## src/rtl/core/h2r_pkg.sv

```systemverilog
// ---------------------------------------------------------------------------
// h2r_pkg
// Shared types, constants and helpers of the integer HSV to RGB converter.
// ---------------------------------------------------------------------------
package h2r_pkg;

	localparam int HUE_W  = 16;
	localparam int CH_W   = 8;
	localparam int STAGES = 7;

	// hue / 360 estimate: floor(hue * HUE_RECIP / 2^24), low by at most one
	localparam logic [15:0] HUE_RECIP = 16'd46603;
	localparam logic [8:0]  DEG_FULL  = 9'd360;
	localparam logic [8:0]  DEG_SEXT  = 9'd60;
	// sextant = (hue mod 360) * SEXT_RECIP >> 16, exact below 360
	localparam logic [10:0] SEXT_RECIP = 11'd1093;
	// fraction = remainder * 255 / 60 = remainder * 17 / 4
	localparam logic [9:0]  FRAC_MUL   = 10'd17;

	// sextant codes, named by the hue span they cover
	localparam logic [2:0] SEXT_RY = 3'd0;
	localparam logic [2:0] SEXT_YG = 3'd1;
	localparam logic [2:0] SEXT_GC = 3'd2;
	localparam logic [2:0] SEXT_CB = 3'd3;
	localparam logic [2:0] SEXT_BM = 3'd4;
	localparam logic [2:0] SEXT_MR = 3'd5;

	typedef struct packed {
		logic s1;
		logic s2;
		logic s3;
		logic s4;
		logic s5;
		logic s6;
		logic s7;
	} h2r_adv_t;

	typedef struct packed {
		logic [CH_W-1:0] red;
		logic [CH_W-1:0] green;
		logic [CH_W-1:0] blue;
	} rgb_t;

	// exact floor(prod / 255) for any product of two 8-bit values
	function automatic logic [7:0] div255(input logic [15:0] prod);
		logic [16:0] sum;
		sum = 17'(prod) + 17'(prod[15:8]) + 17'd1;
		return sum[15:8];
	endfunction

endpackage

```

## src/rtl/core/h2r_hsv_if.sv

```systemverilog
// ---------------------------------------------------------------------------
// h2r_hsv_if
// Valid/ready channel carrying one HSV colour per beat.
// ---------------------------------------------------------------------------
interface h2r_hsv_if import h2r_pkg::*; ();
	logic             valid;
	logic             ready;
	logic [HUE_W-1:0] hue;
	logic [CH_W-1:0]  saturation;
	logic [CH_W-1:0]  value;

	modport source (output valid, output hue, output saturation, output value, input ready);
	modport sink   (input valid, input hue, input saturation, input value, output ready);
endinterface

```

## src/rtl/core/h2r_rgb_if.sv

```systemverilog
// ---------------------------------------------------------------------------
// h2r_rgb_if
// Valid/ready channel carrying one RGB colour per beat.
// ---------------------------------------------------------------------------
interface h2r_rgb_if import h2r_pkg::*; ();
	logic            valid;
	logic            ready;
	logic [CH_W-1:0] red;
	logic [CH_W-1:0] green;
	logic [CH_W-1:0] blue;

	modport source (output valid, output red, output green, output blue, input ready);
	modport sink   (input valid, input red, input green, input blue, output ready);
endinterface

```

## src/rtl/core/h2r_hue_reduce.sv

```systemverilog
// ---------------------------------------------------------------------------
// h2r_hue_reduce
// Stages 1-2: hue modulo 360 by reciprocal multiply and one correction,
// plus the raw product for p.
// ---------------------------------------------------------------------------
module h2r_hue_reduce import h2r_pkg::*; (
	input  logic             clk,
	input  h2r_adv_t         adv,
	input  logic [HUE_W-1:0] hue,
	input  logic [CH_W-1:0]  sat,
	input  logic [CH_W-1:0]  val,
	output logic [8:0]       hm_s2,
	output logic [CH_W-1:0]  sat_s2,
	output logic [CH_W-1:0]  val_s2,
	output logic [15:0]      pprod_s2
);

	logic [31:0]      hue_prod;
	logic [7:0]       quo_s1;
	logic [HUE_W-1:0] hue_s1;
	logic [CH_W-1:0]  sat_s1;
	logic [CH_W-1:0]  val_s1;
	logic [16:0]      quo_x360;
	logic [16:0]      rem;
	logic [16:0]      rem_fix;

	assign hue_prod = {16'd0, hue} * {16'd0, HUE_RECIP};

	always_ff @(posedge clk) begin
		if (adv.s1) begin
			quo_s1 <= hue_prod[31:24];
			hue_s1 <= hue;
			sat_s1 <= sat;
			val_s1 <= val;
		end
	end

	// estimate may be one low, so the remainder is below 720
	assign quo_x360 = 17'(quo_s1) * 17'(DEG_FULL);
	assign rem      = {1'b0, hue_s1} - quo_x360;
	assign rem_fix  = (rem >= 17'(DEG_FULL)) ? rem - 17'(DEG_FULL) : rem;

	always_ff @(posedge clk) begin
		if (adv.s2) begin
			hm_s2    <= rem_fix[8:0];
			sat_s2   <= sat_s1;
			val_s2   <= val_s1;
			pprod_s2 <= 16'(val_s1) * {8'd0, ~sat_s1};
		end
	end

endmodule

```

## src/rtl/core/h2r_sector.sv

```systemverilog
// ---------------------------------------------------------------------------
// h2r_sector
// Stages 3-4: sextant and fraction of the reduced hue, and p.
// ---------------------------------------------------------------------------
module h2r_sector import h2r_pkg::*; (
	input  logic            clk,
	input  h2r_adv_t        adv,
	input  logic [8:0]      hm,
	input  logic [CH_W-1:0] sat,
	input  logic [CH_W-1:0] val,
	input  logic [15:0]     pprod,
	output logic [7:0]      frac_s4,
	output logic [2:0]      sext_s4,
	output logic [CH_W-1:0] p_s4,
	output logic [CH_W-1:0] sat_s4,
	output logic [CH_W-1:0] val_s4
);

	logic [19:0]     sext_prod;
	logic [8:0]      hm_s3;
	logic [2:0]      sext_s3;
	logic [CH_W-1:0] p_s3;
	logic [CH_W-1:0] sat_s3;
	logic [CH_W-1:0] val_s3;
	logic [8:0]      rem60;
	logic [9:0]      frac_x4;

	assign sext_prod = 20'(hm) * 20'(SEXT_RECIP);

	always_ff @(posedge clk) begin
		if (adv.s3) begin
			hm_s3   <= hm;
			sext_s3 <= sext_prod[18:16];
			p_s3    <= div255(pprod);
			sat_s3  <= sat;
			val_s3  <= val;
		end
	end

	assign rem60   = hm_s3 - 9'(sext_s3) * DEG_SEXT;
	assign frac_x4 = 10'(rem60[5:0]) * FRAC_MUL;

	always_ff @(posedge clk) begin
		if (adv.s4) begin
			frac_s4 <= frac_x4[9:2];
			sext_s4 <= sext_s3;
			p_s4    <= p_s3;
			sat_s4  <= sat_s3;
			val_s4  <= val_s3;
		end
	end

endmodule

```

## src/rtl/core/h2r_blend.sv

```systemverilog
// ---------------------------------------------------------------------------
// h2r_blend
// Stages 5-7: q and t by two nested scalings, then the sextant ordering.
// ---------------------------------------------------------------------------
module h2r_blend import h2r_pkg::*; (
	input  logic            clk,
	input  h2r_adv_t        adv,
	input  logic [7:0]      frac,
	input  logic [2:0]      sext,
	input  logic [CH_W-1:0] p,
	input  logic [CH_W-1:0] sat,
	input  logic [CH_W-1:0] val,
	output rgb_t            rgb_s7
);

	logic [15:0]     qm_s5;
	logic [15:0]     tm_s5;
	logic [2:0]      sext_s5;
	logic [CH_W-1:0] p_s5;
	logic [CH_W-1:0] val_s5;
	logic [7:0]      qs;
	logic [7:0]      ts;
	logic [15:0]     qp_s6;
	logic [15:0]     tp_s6;
	logic [2:0]      sext_s6;
	logic [CH_W-1:0] p_s6;
	logic [CH_W-1:0] val_s6;
	logic [7:0]      q;
	logic [7:0]      t;
	rgb_t            rgb_nxt;

	always_ff @(posedge clk) begin
		if (adv.s5) begin
			qm_s5   <= 16'(frac) * 16'(sat);
			tm_s5   <= {8'd0, ~frac} * 16'(sat);
			sext_s5 <= sext;
			p_s5    <= p;
			val_s5  <= val;
		end
	end

	assign qs = div255(qm_s5);
	assign ts = div255(tm_s5);

	always_ff @(posedge clk) begin
		if (adv.s6) begin
			qp_s6   <= 16'(val_s5) * {8'd0, ~qs};
			tp_s6   <= 16'(val_s5) * {8'd0, ~ts};
			sext_s6 <= sext_s5;
			p_s6    <= p_s5;
			val_s6  <= val_s5;
		end
	end

	assign q = div255(qp_s6);
	assign t = div255(tp_s6);

	always_comb begin
		case (sext_s6)
			SEXT_RY: rgb_nxt = '{red: val_s6, green: t,      blue: p_s6};
			SEXT_YG: rgb_nxt = '{red: q,      green: val_s6, blue: p_s6};
			SEXT_GC: rgb_nxt = '{red: p_s6,   green: val_s6, blue: t};
			SEXT_CB: rgb_nxt = '{red: p_s6,   green: q,      blue: val_s6};
			SEXT_BM: rgb_nxt = '{red: t,      green: p_s6,   blue: val_s6};
			SEXT_MR: rgb_nxt = '{red: val_s6, green: p_s6,   blue: q};
			default: rgb_nxt = '{red: val_s6, green: p_s6,   blue: q};
		endcase
	end

	always_ff @(posedge clk) begin
		if (adv.s7) begin
			rgb_s7 <= rgb_nxt;
		end
	end

endmodule

```

## src/rtl/core/hsv_to_rgb_integer.sv

```systemverilog
// ---------------------------------------------------------------------------
// hsv_to_rgb_integer
// Integer HSV to 8-bit RGB converter, seven-stage valid/ready pipeline.
// ---------------------------------------------------------------------------
// Takes one HSV beat per clock while the output side keeps ready high and
// returns one RGB beat for each, in order. The hue is reduced modulo 360,
// split into a sextant and a fraction from 0 to 250, and p, q, t are built
// with exact truncating x*y/255 scalings; the sextant then routes value, p,
// q and t onto red, green and blue. The work is spread over seven register
// stages, with the hue reciprocal multiply first and the two nested q/t
// scalings later. Sustained rate is one beat per cycle while the output side
// keeps ready high. Every stage has its own valid bit and advances whenever
// it is empty or the stage after it moves, so a stalled output only holds
// the stages that are full and bubbles in the pipe are squeezed out while
// the last result waits to be taken. There is no state beyond the pipeline
// and nothing to configure.
// ---------------------------------------------------------------------------
module hsv_to_rgb_integer import h2r_pkg::*; (
	input  logic        clk,
	input  logic        arst_n,
	h2r_hsv_if.sink     hsv,
	h2r_rgb_if.source   rgb
);

	// per-stage valid bits and the ready chain running back from the output
	logic [STAGES:1]   stage_vld_q;
	logic [STAGES:1]   vld_in;
	logic [STAGES+1:1] rdy;
	h2r_adv_t          adv;

	// stage 2 outputs
	logic [8:0]      hm_s2;
	logic [CH_W-1:0] sat_s2;
	logic [CH_W-1:0] val_s2;
	logic [15:0]     pprod_s2;

	// stage 4 outputs
	logic [7:0]      frac_s4;
	logic [2:0]      sext_s4;
	logic [CH_W-1:0] p_s4;
	logic [CH_W-1:0] sat_s4;
	logic [CH_W-1:0] val_s4;

	// output register
	rgb_t            rgb_s7;

	// a stage may load when it is empty or its contents move on
	always_comb begin
		rdy[STAGES+1] = rgb.ready;
		for (int k = STAGES; k >= 1; k--) begin
			rdy[k] = !stage_vld_q[k] || rdy[k+1];
		end
	end

	assign adv = '{s1: rdy[1], s2: rdy[2], s3: rdy[3], s4: rdy[4],
	               s5: rdy[5], s6: rdy[6], s7: rdy[7]};

	assign vld_in = {stage_vld_q[STAGES-1:1], hsv.valid};

	always_ff @(posedge clk or negedge arst_n) begin
		if (!arst_n) begin
			stage_vld_q <= '0;
		end else begin
			for (int k = 1; k <= STAGES; k++) begin
				if (rdy[k]) begin
					stage_vld_q[k] <= vld_in[k];
				end
			end
		end
	end

	assign hsv.ready = rdy[1];

	// stages 1-2: hue mod 360, raw p product
	h2r_hue_reduce u_hue_reduce (
		.clk      (clk),
		.adv      (adv),
		.hue      (hsv.hue),
		.sat      (hsv.saturation),
		.val      (hsv.value),
		.hm_s2    (hm_s2),
		.sat_s2   (sat_s2),
		.val_s2   (val_s2),
		.pprod_s2 (pprod_s2)
	);

	// stages 3-4: sextant, fraction, p
	h2r_sector u_sector (
		.clk     (clk),
		.adv     (adv),
		.hm      (hm_s2),
		.sat     (sat_s2),
		.val     (val_s2),
		.pprod   (pprod_s2),
		.frac_s4 (frac_s4),
		.sext_s4 (sext_s4),
		.p_s4    (p_s4),
		.sat_s4  (sat_s4),
		.val_s4  (val_s4)
	);

	// stages 5-7: q, t and channel ordering into the output register
	h2r_blend u_blend (
		.clk    (clk),
		.adv    (adv),
		.frac   (frac_s4),
		.sext   (sext_s4),
		.p      (p_s4),
		.sat    (sat_s4),
		.val    (val_s4),
		.rgb_s7 (rgb_s7)
	);

	assign rgb.valid = stage_vld_q[STAGES];
	assign rgb.red   = rgb_s7.red;
	assign rgb.green = rgb_s7.green;
	assign rgb.blue  = rgb_s7.blue;

endmodule

```

## src/flat_wrapper.sv

```systemverilog
// flat-port wrapper written by rule: the top's interface ports become plain ports
module hsv_to_rgb_integer_flat import h2r_pkg::*;
  (clk, arst_n, hsv_valid, hsv_hue, hsv_saturation, hsv_value, hsv_ready, rgb_valid, rgb_red, rgb_green, rgb_blue, rgb_ready);
  h2r_hsv_if hsv_i ();
  h2r_rgb_if rgb_i ();
  input  logic clk;
  input  logic arst_n;
  input wire logic [$bits(hsv_i.valid)-1:0] hsv_valid;
  input wire logic [$bits(hsv_i.hue)-1:0] hsv_hue;
  input wire logic [$bits(hsv_i.saturation)-1:0] hsv_saturation;
  input wire logic [$bits(hsv_i.value)-1:0] hsv_value;
  output wire logic [$bits(hsv_i.ready)-1:0] hsv_ready;
  output wire logic [$bits(rgb_i.valid)-1:0] rgb_valid;
  output wire logic [$bits(rgb_i.red)-1:0] rgb_red;
  output wire logic [$bits(rgb_i.green)-1:0] rgb_green;
  output wire logic [$bits(rgb_i.blue)-1:0] rgb_blue;
  input wire logic [$bits(rgb_i.ready)-1:0] rgb_ready;
  assign hsv_i.valid = hsv_valid;
  assign hsv_i.hue = hsv_hue;
  assign hsv_i.saturation = hsv_saturation;
  assign hsv_i.value = hsv_value;
  assign hsv_ready = hsv_i.ready;
  assign rgb_valid = rgb_i.valid;
  assign rgb_red = rgb_i.red;
  assign rgb_green = rgb_i.green;
  assign rgb_blue = rgb_i.blue;
  assign rgb_i.ready = rgb_ready;
  hsv_to_rgb_integer u_core (.clk(clk), .arst_n(arst_n), .hsv(hsv_i), .rgb(rgb_i));
endmodule
```

## config.mk

```make
export PLATFORM = sky130hd
export DESIGN_NAME = hsv_to_rgb_integer_flat
export DESIGN_NICKNAME = d
export VERILOG_FILES = /design/src/rtl/core/h2r_pkg.sv /design/src/rtl/core/h2r_hsv_if.sv /design/src/rtl/core/h2r_rgb_if.sv /design/src/rtl/core/h2r_hue_reduce.sv /design/src/rtl/core/h2r_sector.sv /design/src/rtl/core/h2r_blend.sv /design/src/rtl/core/hsv_to_rgb_integer.sv /design/src/flat_wrapper.sv
export SDC_FILE = /design/constraint.sdc
export NUM_CORES = 1
export LEC_CHECK = 0
export BUFFER_PORTS_ARGS = -buffer_cell sky130_fd_sc_hd__buf_2
export CAP_MARGIN = 20
export CORE_ASPECT_RATIO = 1.4
export CORE_MARGIN = 3
export CORE_UTILIZATION = 35
export CTS_CLUSTER_SIZE = 20
export DETAILED_ROUTE_END_ITERATION = 6
export GPL_ROUTABILITY_DRIVEN = 0
export GPL_TIMING_DRIVEN = 0
export PLACE_DENSITY = 0.48
export REMOVE_ABC_BUFFERS = 1
export SKIP_CTS_REPAIR_TIMING = 1
export SLEW_MARGIN = 40
export SYNTH_ARGS = -nofsm -noshare
export SYNTH_HDL_FRONTEND = slang
export SYNTH_SLANG_ARGS = --single-unit
```

## constraint.sdc

```tcl
create_clock -name clk -period 5.7 [get_ports clk]
set_input_delay 1.14 -clock clk [delete_from_list [all_inputs] [get_ports clk]]
set_output_delay 1.14 -clock clk [all_outputs]
set_load 0.03 [all_outputs]
```

# After elaboration in Yosys (flattened, before gate mapping)
# Cells that the tools add are included.
# totals
ff_bits	282
inputBits	36
output_inout_bits	26
elab_cells	87
# classes
n_addsub	13
n_mul	10
n_lt_le_gt_ge	1
n_eq_ne	4
muxes	2
n_bitwise	4
n_reduce_logical	15
# ops
cell	count
case mux 24 bit (5 select lines)	1
adder 16 x 1 -> 16 bit, second input constant	5
adder 16 x 8 -> 16 bit	5
multiplier 8 x 8 -> 16 bit	5
multiplier 16 x 16 -> 32 bit, second input constant	1
inverter 8 bit	4
multiplier 9 x 11 -> 19 bit, second input constant	1
>= comparator 17 x 9 -> 1 bit, second input constant	1
subtractor 16 x 17 -> 17 bit	1
multiplier 8 x 6 -> 14 bit, second input constant	1
multiplier 6 x 5 -> 10 bit, second input constant	1
two-way mux 9 bit	1
subtractor 9 bit, second input constant	1
zero test 1 bit	7
logical OR 1 bit	7
== test 3 x 2 -> 1 bit, second input constant	2
subtractor 6 bit	1
multiplier 3 x 4 -> 4 bit, second input constant	1
== test 3 x 1 -> 1 bit, second input constant	1
== test 3 bit, second input constant	1
zero test 3 bit	1

# Logic depth before layout (Yosys ltp)
# depth
depth_word	8
ltp_mapped	25
depth_no_buf	25

# Cells and area by module
# A second synthesis with hierarchy kept.
# hier_totals
cells_unflattened	2561
area_unflattened_um2	27938.0
# modules_own_cells
module	n_inst	cells_each	area_each_um2	seq_area_each_um2
h2r_blend	1	1388	14212.4	3783.6
h2r_hue_reduce	1	909	9890.7	2432.3
h2r_sector	1	239	3538.4	2042.0
hsv_to_rgb_integer	1	25	296.5	175.2

# Worst setup path after synthesis
# OpenSTA, ideal clock, no wires.
# synth_timing
path_kind	input to register
start	input port hsv_hue[2]
end	register u_core.u_hue_reduce.quo_s1[7] (data pin)
setup_time_ps	261
t_arrival_ps	5792
t_required_ps	5439
setup_slack_ps	-353
cell_stages	16
path_cell_list	ha_1 -> inv_1 -> fa_1 -> inv_1 -> fa_1 -> fa_1 -> fa_1 -> fa_1 -> ha_1 -> nand4_1 -> or4_1 -> o22ai_2 -> a41oi_4 -> o211ai_2 -> a21oi_2 -> xor2_1
# synth_via
elab_chain_len	1
# synth_rtl
item	line_no	source
start: declaration	flat_wrapper.sv:9	input wire logic [$bits(hsv_i.hue)-1:0] hsv_hue;
multiplier 16 x 16 -> 32 bit	h2r_hue_reduce.sv:27	assign hue_prod = {16'd0, hue} * {16'd0, HUE_RECIP};
net u_core.u_hue_reduce.hue_prod[31]	h2r_hue_reduce.sv:18	logic [31:0] hue_prod;
end signal: assignment	h2r_hue_reduce.sv:31	quo_s1 <= hue_prod[31:24];
end: declaration	h2r_hue_reduce.sv:19	logic [7:0] quo_s1;
# The timed path passes the listed nets, and every way through them passes these cells.
# A chain may end at the register's enable or synchronous reset.

# Final worst setup path
# layout_timing
start	register u_core.u_blend.tm_s5[9]
end	register u_core.u_blend.tp_s6[13] (data pin)
# layout_via
elab_chain_len	4
# layout_rtl
item	line_no	source
start: declaration	h2r_blend.sv:17	logic [15:0] tm_s5;
start signal: assignment	h2r_blend.sv:35	tm_s5 <= {8'd0, ~frac} * 16'(sat);
adder 16 x 8 -> 16 bit	h2r_pkg.sv:47	sum = 17'(prod) + 17'(prod[15:8]) + 17'd1;
adder 16 x 1 -> 16 bit	h2r_pkg.sv:47	
inverter 8 bit	h2r_blend.sv:48	tp_s6 <= 16'(val_s5) * {8'd0, ~ts};
multiplier 8 x 8 -> 16 bit	h2r_blend.sv:48	
end signal: assignment	h2r_blend.sv:48	
end: declaration	h2r_blend.sv:24	logic [15:0] tp_s6;
# Every way passes these cells.

==> results.json <==
{
  "io-pin-count": 62,
  "cell_with_the_most_instances_after_synthesis": "inv_1",
  "finalNetCount": 3333,
  "detailedRoute.firstPassIterationCount": 5,
  "timing.clock.skew_ns": 0.03588,
  "timing.reg2reg.worst_path_depth": 23,
  "sequential_cell_area_sq_mm": 0.008433,
  "areaGrowthSynthToFinish_pct": 14.31,
  "critical_path_class": "register to register",
  "yosysUniqueCellTypes": 81,
  "synth-seq-area-share_pct": 30.84,
  "finalSetupViolations": 6,
  "cts.reportedPaths.clkPinSlew_ns": 0.05,
  "synth-edff-count": 275,
  "cp_slowest_cell": "fa_1",
  "hpwlAfterDp_um": 46560,
  "unrepaired_setup_endpoints_after_global_routing": "yes",
  "timing.critical_path.mode_cell": "fa_1",
  "number_of_global_route_vias_before_repair": 19200,
  "yosysTopAreaCellShare_pct": 30.19,
  "drc": 0,
  "routed-via-count": 17650,
  "yosysWarningCount": 0,
  "worst_reg2reg_path_startpoint": "u_core.u_blend.tm_s5[9]$_DFFE_PP_",
  "worst_ep_required_time_ns": 5.99,
  "floorplan.initialDensity_pct": 35.51,
  "port_buffers": 61,
  "grt_antenna_before_repair": 0,
  "maxSlewViolCount": 0,
  "final_cell_area_sq_mm": 0.03126,
  "post_route_cells_drive_above_1_share_pct": 11.10,
  "insertion_delay_ns": 0.56,
  "die_h_um": 336.8,
  "sum_of_overflow_across_all_layers_after_global_routing": 0,
  "clock-root-buffer": "clkbuf_16",
  "synth-async-reset-ratio_pct": 2.482,
  "timing.final.crit_share_pct": 102.9,
  "avgViaCountPerCell": 4.789,
  "max-slew-margin-rel_pct": 44.03,
  "min-delay-path-class": "register to register",
  "crit_end": "u_core.u_blend.tp_s6[13]$_DFFE_PP_",
  "setup_total_negative_slack_ns": -0.6287,
  "netlist_area_sq_mm": 0.02735,
  "synth_top_cells_by_area": "edfxtp_1 30%, fa_1 20%, ha_1 18%",
  "route.final.wire_length_um": 58380,
  "cts_tree": "built",
  "fp.dieW_um": 242.3,
  "postSynth.topFlopCell": "edfxtp_1",
  "avgSynthCellArea_sq_um": 10.87,
  "floorplan.core_area_sq_mm": 0.07702,
  "reg2reg_setup_slack_ns": -0.16,
  "startpoint_type": "register",
  "clock_sink_count": 282,
  "placement_rows": 120,
  "violations": "setup timing",
  "cap_violations": 0,
  "cts-buffers-inserted": 36,
  "groute.usage.overall_pct": 14.60,
  "placement.setup.worst_slack_ns": -1.095,
  "multi_input_area_sq_mm": 0.01781,
  "clock_tree.buffer_depth": 3,
  "transition_time_at_the_pin_with_the_least_slew_margin_ns": 0.8364,
  "status": "complete, but fails checks",
  "drt_first_iter_violations": 598,
  "antennaDiodeCount": 0,
  "placement.cell_area_sq_mm": 0.02899,
  "syn_inst": 2517,
  "worst_ep_arrival_time_ns": 6.16,
  "final.fill_count": 7325,
  "timing.critical_path.to_type": "register",
  "worstSetupStartpoint": "u_core.u_blend.tm_s5[9]$_DFFE_PP_",
  "design.die.area_sq_mm": 0.08158,
  "commonest_cells_post_synth": "463 x inv_1, 404 x ha_1, 275 x edfxtp_1",
  "layout_setup_ws_ns": -0.1639,
  "finalWorstPathRequiredPeriod_ns": 5.864,
  "grt_max_degree": 43,
  "critical_path.reg2reg.endpoint": "u_core.u_blend.tp_s6[13]$_DFFE_PP_",
  "synth_top_area_cell": "edfxtp_1",
  "h-tree-depth": 2,
  "hold_violations": 0,
  "max_freq_mhz": 170.5,
  "crit_path_cell_trace": "ha_1 -> o21a_1 -> o21a_1 -> o21a_1 -> o211ai_1 -> a21oi_2 -> nand2_1 -> xor2_4 -> nand2_1 -> fa_1 -> fa_1 -> inv_1 -> fa_1 -> inv_1 -> fa_1 -> inv_2 -> ha_4 -> a21boi_4 -> o21ai_2 -> a21oi_2 -> a41oi_2 -> nor2b_4 -> xnor2_1",
  "routedWlPerCell_um": 15.84,
  "crit_path_max_incr_delay_ns": 0.53,
  "route.antenna.remaining_nets": 0,
  "grt_first_pass_wirelength_um": 96970,
  "synth-seq-cells": 282,
  "crit_fanout": 7
}
==> state kept, by name, summed over array words and instances (netlist names), 9 cells and up <==
name,flops
u_core.u_blend.qp_s6,16
u_core.u_blend.qm_s5,16
u_core.u_blend.tm_s5,16
u_core.u_hue_reduce.pprod_s2,16
u_core.u_hue_reduce.hm_s2,9
u_core.u_blend.rgb_s7,24
u_core.u_blend.tp_s6,16
u_core.u_hue_reduce.hue_s1,16
==> stage by stage <==
stage	util, %	cells	hold WS, ns
6_report	40.59	3686	0.3919
2_1_floorplan	-	2476	0.4003
5_1_grt	40.59	3686	0.3944
3_5_place_dp	37.63	3585	0.4045
3_3_place_gp	37.38	3574	0.4010
4_1_cts	39.16	3648	0.3831
==> layer usage <==
| metal | wire length (um) | part of all wire, % | up-vias | track usage [%] |
|---|---|---|---|---|
| li1 | - | - | 8556 | - |
| met4 | 1453 | 2.5 | 0 | 4.044 |
| met1 | 22740 | 39 | 8777 | 15.67 |
| met3 | 1436 | 2.5 | 89 | 1.806 |
| met2 | 32750 | 56 | 232 | 29.64 |
| met5 | 0 | 0 | - | 0 |
==> cells in the final DEF, fill, tap and decap left out, types with 17 or more instances in the layout <==
cell         n
a21oi_1     73
ha_1       385
edfxtp_1   275
fa_1       265
xor2_1      32
o21ai_0     50
nor2b_1     86
nand3_1     28
clkbuf_16   36
buf_2       53
nor2_1      82
o211ai_1    17
buf_4       40
xnor2_1     77
ha_4        19
and2_1     132
nand2_1    120
nor3_1      17
inv_1      446
o21a_1      18
a21o_1      19
nand2b_1    76
==> cell type report <==
class                           count  area share, %
Clock buffer                       41          2.942
Clock inverter                     22         0.8205
Inverter                          463          5.567
Multi-Input combinational cell   1732          56.97
Sequential cell                   282          26.98
Tap cell                         1037          4.150
Timing Repair Buffer              109          2.578
==> worst min-delay path by stage <==
stage / slack (ns) / cells past startpoint / startpoint / end
2_1_floorplan: 0.40 / 0 / u_core.u_sector.p_s4[0]$_DFFE_PP_ / u_core.u_blend.p_s5[0]$_DFFE_PP_
3_3_place_gp: 0.40 / 0 / u_core.u_sector.val_s4[3]$_DFFE_PP_ / u_core.u_blend.val_s5[3]$_DFFE_PP_
3_5_place_dp: 0.40 / 0 / u_core.u_blend.sext_s5[2]$_DFFE_PP_ / u_core.u_blend.sext_s6[2]$_DFFE_PP_
4_1_cts: 0.38 / 1 / arst_n / u_core.stage_vld_q[5]$_DFFE_PN0P_
5_1_grt: 0.39 / 1 / arst_n / u_core.stage_vld_q[5]$_DFFE_PN0P_
6_report: 0.39 / 0 / u_core.u_sector.val_s3[2]$_DFFE_PP_ / u_core.u_sector.val_s4[2]$_DFFE_PP_
==> critical path, delay by kind of cell (launching register included) <==
kind	cells	cell delay (ns)
flops	1	0.52
buf+inv	3	0.14
simple gates	3	0.46
fa+ha+maj	6	2.59
compound gates	9	1.50
xor+xnor	2	0.37
==> kinds of logic (layout without fill, tap and decap cells) <==
group / Yosys count / count (layout) / share of synthesized area, %
multiplexers: 13 / 13 / 0.4941
AO/OA/AOI/OAI: 294 / 295 / 7.110
adder cells (fa/ha/maj): 673 / 673 / 38.17
flip-flops: 282 / 282 / 30.84
buffers and inverters: 504 / 635 / 6.927
AND/OR/NAND/NOR: 626 / 626 / 12.43
XOR/XNOR: 125 / 125 / 4.031
Power is left out: the tool's default activity adds up to more than one toggle a clock period on the data nets, which glitch-free logic cannot reach.
